File: src/hw/rtl/iklaw_sqrt_cell.sv
// One digit step of a restoring integer square root, registered.
module iklaw_sqrt_cell #(
    parameter int W    = 30,
    parameter int STEP = 0,
    parameter int TW   = 1
) (
    input  logic          i_clk,
    input  logic          i_rst_n,
    input  logic          i_vld,
    input  logic [W-1:0]  i_v,
    input  logic [W-1:0]  i_res,
    input  logic [TW-1:0] i_tag,
    output logic          o_vld,
    output logic [W-1:0]  o_v,
    output logic [W-1:0]  o_res,
    output logic [TW-1:0] o_tag
);
    localparam logic [W-1:0] BIT = {{(W-1){1'b0}}, 1'b1} << (W - 2 - 2 * STEP);

    logic [W:0]    trial;
    logic          take;
    logic          r_vld;
    logic [W-1:0]  r_v;
    logic [W-1:0]  r_res;
    logic [TW-1:0] r_tag;

    assign trial = {1'b0, i_res} + {1'b0, BIT};
    assign take  = {1'b0, i_v} >= trial;

    always_ff @(posedge i_clk) begin
        if (!i_rst_n) begin
            r_vld <= 1'b0;
        end else begin
            r_vld <= i_vld;
        end
    end

    always_ff @(posedge i_clk) begin
        r_v   <= take ? (i_v - trial[W-1:0]) : i_v;
        r_res <= take ? ((i_res >> 1) + BIT) : (i_res >> 1);
        r_tag <= i_tag;
    end

    assign o_vld = r_vld;
    assign o_v   = r_v;
    assign o_res = r_res;
    assign o_tag = r_tag;
endmodule

File: config.mk
export PLATFORM = sky130hd
export DESIGN_NAME = iklaw_sqrt_cell
export DESIGN_NICKNAME = d
export VERILOG_FILES = /design/src/hw/rtl/iklaw_sqrt_cell.sv
export SDC_FILE = /design/constraint.sdc
export NUM_CORES = 1
export LEC_CHECK = 0
export ABC_AREA = 1
export BUFFER_PORTS_ARGS = -buffer_cell sky130_fd_sc_hd__buf_2
export CAP_MARGIN = 20
export CORE_UTILIZATION = 47
export DETAILED_ROUTE_END_ITERATION = 16
export MAX_ROUTING_LAYER = met4
export PLACE_DENSITY = 0.78
export SETUP_SLACK_MARGIN = 0.15
export SLEW_MARGIN = 40
export SYNTH_ARGS = -nofsm -noshare
export SYNTH_HDL_FRONTEND = slang
export SYNTH_SLANG_ARGS = --single-unit
File: constraint.sdc
create_clock -name i_clk -period 2 [get_ports i_clk]
set_input_delay 0.3 -clock i_clk [delete_from_list [all_inputs] [get_ports i_clk]]
set_output_delay 0.3 -clock i_clk [all_outputs]
set_load 0.01 [all_outputs]
Word level (Yosys, flattened, before mapping)
Index checks and enable logic that the tools add are counted.
- div/mod/pow operators: 0
- shift operators: 0
- reductions and logical operators: 0
- $mul: 0
- multiplexer cells: 2
- order comparisons: 1
- add/sub/neg operators: 3
- bitwise operators: 0
- equality and inequality tests: 0
- operator list (kind ; number):
    30-bit by 29-bit adder with 31-bit output, second input constant ; 1
    30-bit by 31-bit greater-or-equal comparator with 1-bit output ; 1
    29-bit by 29-bit adder with 30-bit output, second input constant ; 1
    30-bit two-way mux ; 1
    30-bit subtractor ; 1
    29-bit two-way mux ; 1
- logic and storage cells: 11
- output and inout port bits: 62
- flip-flop bits (word level): 62
- bits of input ports: 64
- memory bits (read-only): 0
- memories: 0
- memory bits (writable): 0
- latch bits: 0

Longest topological paths before layout
- word-level depth: 3
- mapped depth: 15

Worst setup path before layout
OpenSTA, ideal clock, no wires.
- path type: in2reg
- start point: in i_res[28]
- end point: reg r_v[28], in the netlist o_v[28]
- stages: 12
- required time: 1887 ps
- library setup time: 113 ps
- setup slack: 70 ps
- arrival time: 1817 ps
- buffers on the path: 1
- cell sequence: ha_1 > inv_1 > ha_1 > nand2_1 > nor2_1 > nand2_1 > nand2_1 > a21oi_1 > nand3_2 > buf_4 > nand3_1 > nand2_1
- longest elaborated chain between the ends: 3
- ends and longest elaborated chain (element ; RTL line ; RTL):
    start, declared ; 11 ; input logic [W-1:0] i_res,
    30-bit by 29-bit adder with 31-bit output (*) ; 27 ; assign trial = {1'b0, i_res} + {1'b0, BIT};
    30-bit subtractor or 30-bit by 31-bit greater-or-equal comparator with 1-bit output (tied branches) ; 39, 28 ;
    30-bit two-way mux (*) ; 39 ; r_v <= take ? (i_v - trial[W-1:0]) : i_v;
    end signal, assigned ; 39 ;
    end, declared ; 23 ; logic [W-1:0] r_v;
Every way passes the cells marked *; elsewhere a longest branch is shown, timed or not.
A chain may end at the register's enable or synchronous reset.

Worst setup path in the final report
- start point: in i_res[28]
- end point: reg r_res[28], in the netlist o_res[28]
- longest elaborated chain between the ends: 3
- ends and longest elaborated chain (element ; RTL line ; RTL):
    30-bit by 29-bit adder with 31-bit output ; 27 ;
    30-bit by 31-bit greater-or-equal comparator with 1-bit output ; 28 ; assign take = {1'b0, i_v} >= trial;
    29-bit two-way mux (*) ; 40 ; r_res <= take ? ((i_res >> 1) + BIT) : (i_res >> 1);
    end signal, assigned ; 40 ;
    end, declared ; 24 ; logic [W-1:0] r_res;
Marks and branches as above.

==> metrics <==
result of the run=completed; static leakage=around 3.4 nW; overall via count from detail_route=between 4000 and 5000; share of synthesized flip-flops with an asynchronous set or reset=0%; HP Start=i_tag; Initial Utilization=48.1%; hold depth=1; cell with the most instances after synthesis=nand2_1; CP required=roughly 2.3 ns; gate count after technology mapping=between 600 and 700; end point of the most critical hold path=o_tag; Min-Delay Path Class=in -> reg; number of placed instances with taps included=962; Yosys warning count=0; transition at the pin with the smallest max-transition slack=around 0.29 ns; first-pass iteration count of the detailed router=4; max incr delay on CP=0.29 ns; vias in the first global route=~4400; total power density per cell area=703 nW/um^2; clock-pin slew on the worst setup and hold paths=0.08 ns; via density per instance=~4.8; final wirelength=roughly 13000 um; core box area=approximately 8700 sq um; half-perimeter wire length of the detailed placement result=10100 um; category of the worst setup path launch point=primary input; maximum clock rate=approximately 570 MHz; total number of nets in the final design=961; die extent in y=between 90 and 100 um; largest fanout on the critical path=18; Cell Chain, Critical Path=buf_2 > ha_1 > inv_1 > ha_4 > nand2_2 > nor3_4 > and2_1 > nand2_1 > nand3_2 > buf_12 > nand2_1 > inv_1 > nor2_1; max-slew violations=0; CP arrival=about 2 ns; biggest area consumer among synthesized cells=dfxtp_1; share of the clock period used by the worst path=87.8%; die boundary width=about 96 um; leftover overflow at the end of global routing=0; worst slack on hold paths=around 0.045 ns; Core Rows=34; layout overhead on the synthesized area=33.5%; final setup violation count=0; DR DRC count=0; Finished Layout Cells=about 980; min setup slack post-route=between 0.2 and 0.25 ns; number of sinks on the clock net=62; number of different library cells in the post-synthesis netlist=26; Die Outline Area=around 9300 sq um; post-synthesis average cell area=6.12 sq um; Most used DFF post-synth=dfxtp_1; final antenna-violating net count=0; highest-utilization routing layer at the global route stage=met2; wire per inst=around 13 um; CP Class=in -> reg; post-synthesis instance area=~4200 sq um; DP Area=5370 sq um; TritonCTS clock tree=built; fin crit period=between 1.5 and 2 ns; EDFF count, synth=0; area of all placed cells without fillers=5570 sq um; fraction of synthesized cell area taken by the top area cell type=between 20% and 30%; cell types with the largest area share after synthesis=dfxtp_1 30%, nand2_1 24%, inv_1 13%; number of port buffers=between 100 and 150; Overall Global Routing Usage=between 20 and 30%; Commonest cells post-synth=262 x nand2_1, 149 x inv_1, 74 x nand3_1, 62 x dfxtp_1, 34 x nor2_1; Max Buffers Root-to-Sink=2; Top-Level Pins=approximately 130; level count of the clock H-tree=3; unrepaired setup endpoints after global routing=true; initial antenna violation count=0; largest net degree at the start of global routing=29; final hold vios=0; met2 Usage GRT=around 50%; hold-fix buffers at CTS=0; sequential share of the synthesized area=about 30%; worst slew margin relative to its limit=80.7%; count of routing violations after the opening detailed-route iteration=157; diode count=0; worst vdd rail ir drop=approximately 0.34 mV; endpoint class of the critical path=register; syn_nets=778; fraction of layout instances using a drive strength above 1=around a quarter; Global Route met1 Usage=a little under a third; pre-CTS setup slack=-0.127 ns; met3 Resource Use GR=6.48%; cell with the biggest individual delay on the critical path=ha_4; gp weighted congestion=around 0.92; flops & latches, synth=between 60 and 70; Root Driver=clkbuf_8; global-route wire length before repair=19500 um; max cap viols=0; CTS Buf Count=9
==> kinds of logic after synthesis <==
logic type / count (synthesis) / synth area share (%)
AO/OA/AOI/OAI: 19 / 2.79
XOR/XNOR: 14 / 2.94
adder cells (fa/ha/maj): 32 / 9.77
buffers and inverters: 156 / 14.4
flip-flops: 62 / 29.7
AND/OR/NAND/NOR: 399 / 40.3
==> per-layer routing <==
metal | up-vias | share of wire [%]
li1 | 2433 | -
met1 | 2054 | 43
met2 | 139 | 50
met3 | 26 | 4.7
met4 | 0 | 2.8
met5 | - | 0
==> power breakdown <==
part | internal [mW] | switching, mW
logic | 0.586 | 0.791
clock network | 0.572 | 0.549
registers | 1.39 | 0.0349
total | 2.54 | 1.38
==> cell usage in the layout, fill, tap and decap left out, drive strengths merged, types with 6 or more instances in the layout <==
cell and count:
nor2 38, xor2 13, nand4 8, a21oi 14, nand2 263, nand3 76
buf 179, nor3 6, clkbuf 10, ha 31, dfxtp 62, inv 149
==> flip-flops by register name (all words and copies together) (netlist names) <==
signal / count
o_tag: 1
o_v: 30
o_vld: 1
o_res: 30
==> per-stage QoR <==
stage	util, %	total power, mW	setup TNS, ns
2_1_floorplan	-	2.24	0
3_3_place_gp	61.9	2.79	-0.782
3_5_place_dp	61.9	2.81	-1.46
4_1_cts	64.0	3.94	0
5_1_grt	64.2	4.19	0
6_report	64.2	3.92	0
==> final cells by class <==
cell class	count	area (sq um)
flip-flops and latches	62	1240
multi-input cells	464	2370
clock buffers	10	128
repair buffers	179	1080
clock inverters	6	62.6
well taps	108	135
fillers	866	3110
inverters	149	559
==> worst max-delay path by stage <==
stage | start | endpoint | slack, ns
floorplan | i_res[28] | o_v[1] | 0.18
global placement | i_res[28] | o_res[28] | -0.08
detailed placement | i_res[28] | o_res[28] | -0.13
CTS | i_res[28] | o_res[28] | 0.25
global route | i_res[26] | o_v[17] | 0.15
finish | i_res[28] | o_res[28] | 0.24
==> worst max-delay path: cells and delay by family <==
kind	cells	cell delay, ns
adder cells (fa/ha/maj)	2	0.55
AND/OR/NAND/NOR	7	0.77
buffers and inverters	4	0.41
==> repair_timing <==
item                                   in CTS  in global routing
setup endpoints to repair                   0                  3
gates resized for setup                     0                  2
buffers inserted                            0                  0
endpoints found under the hold margin       0                  0
Power figures use the tool's default switching activity.
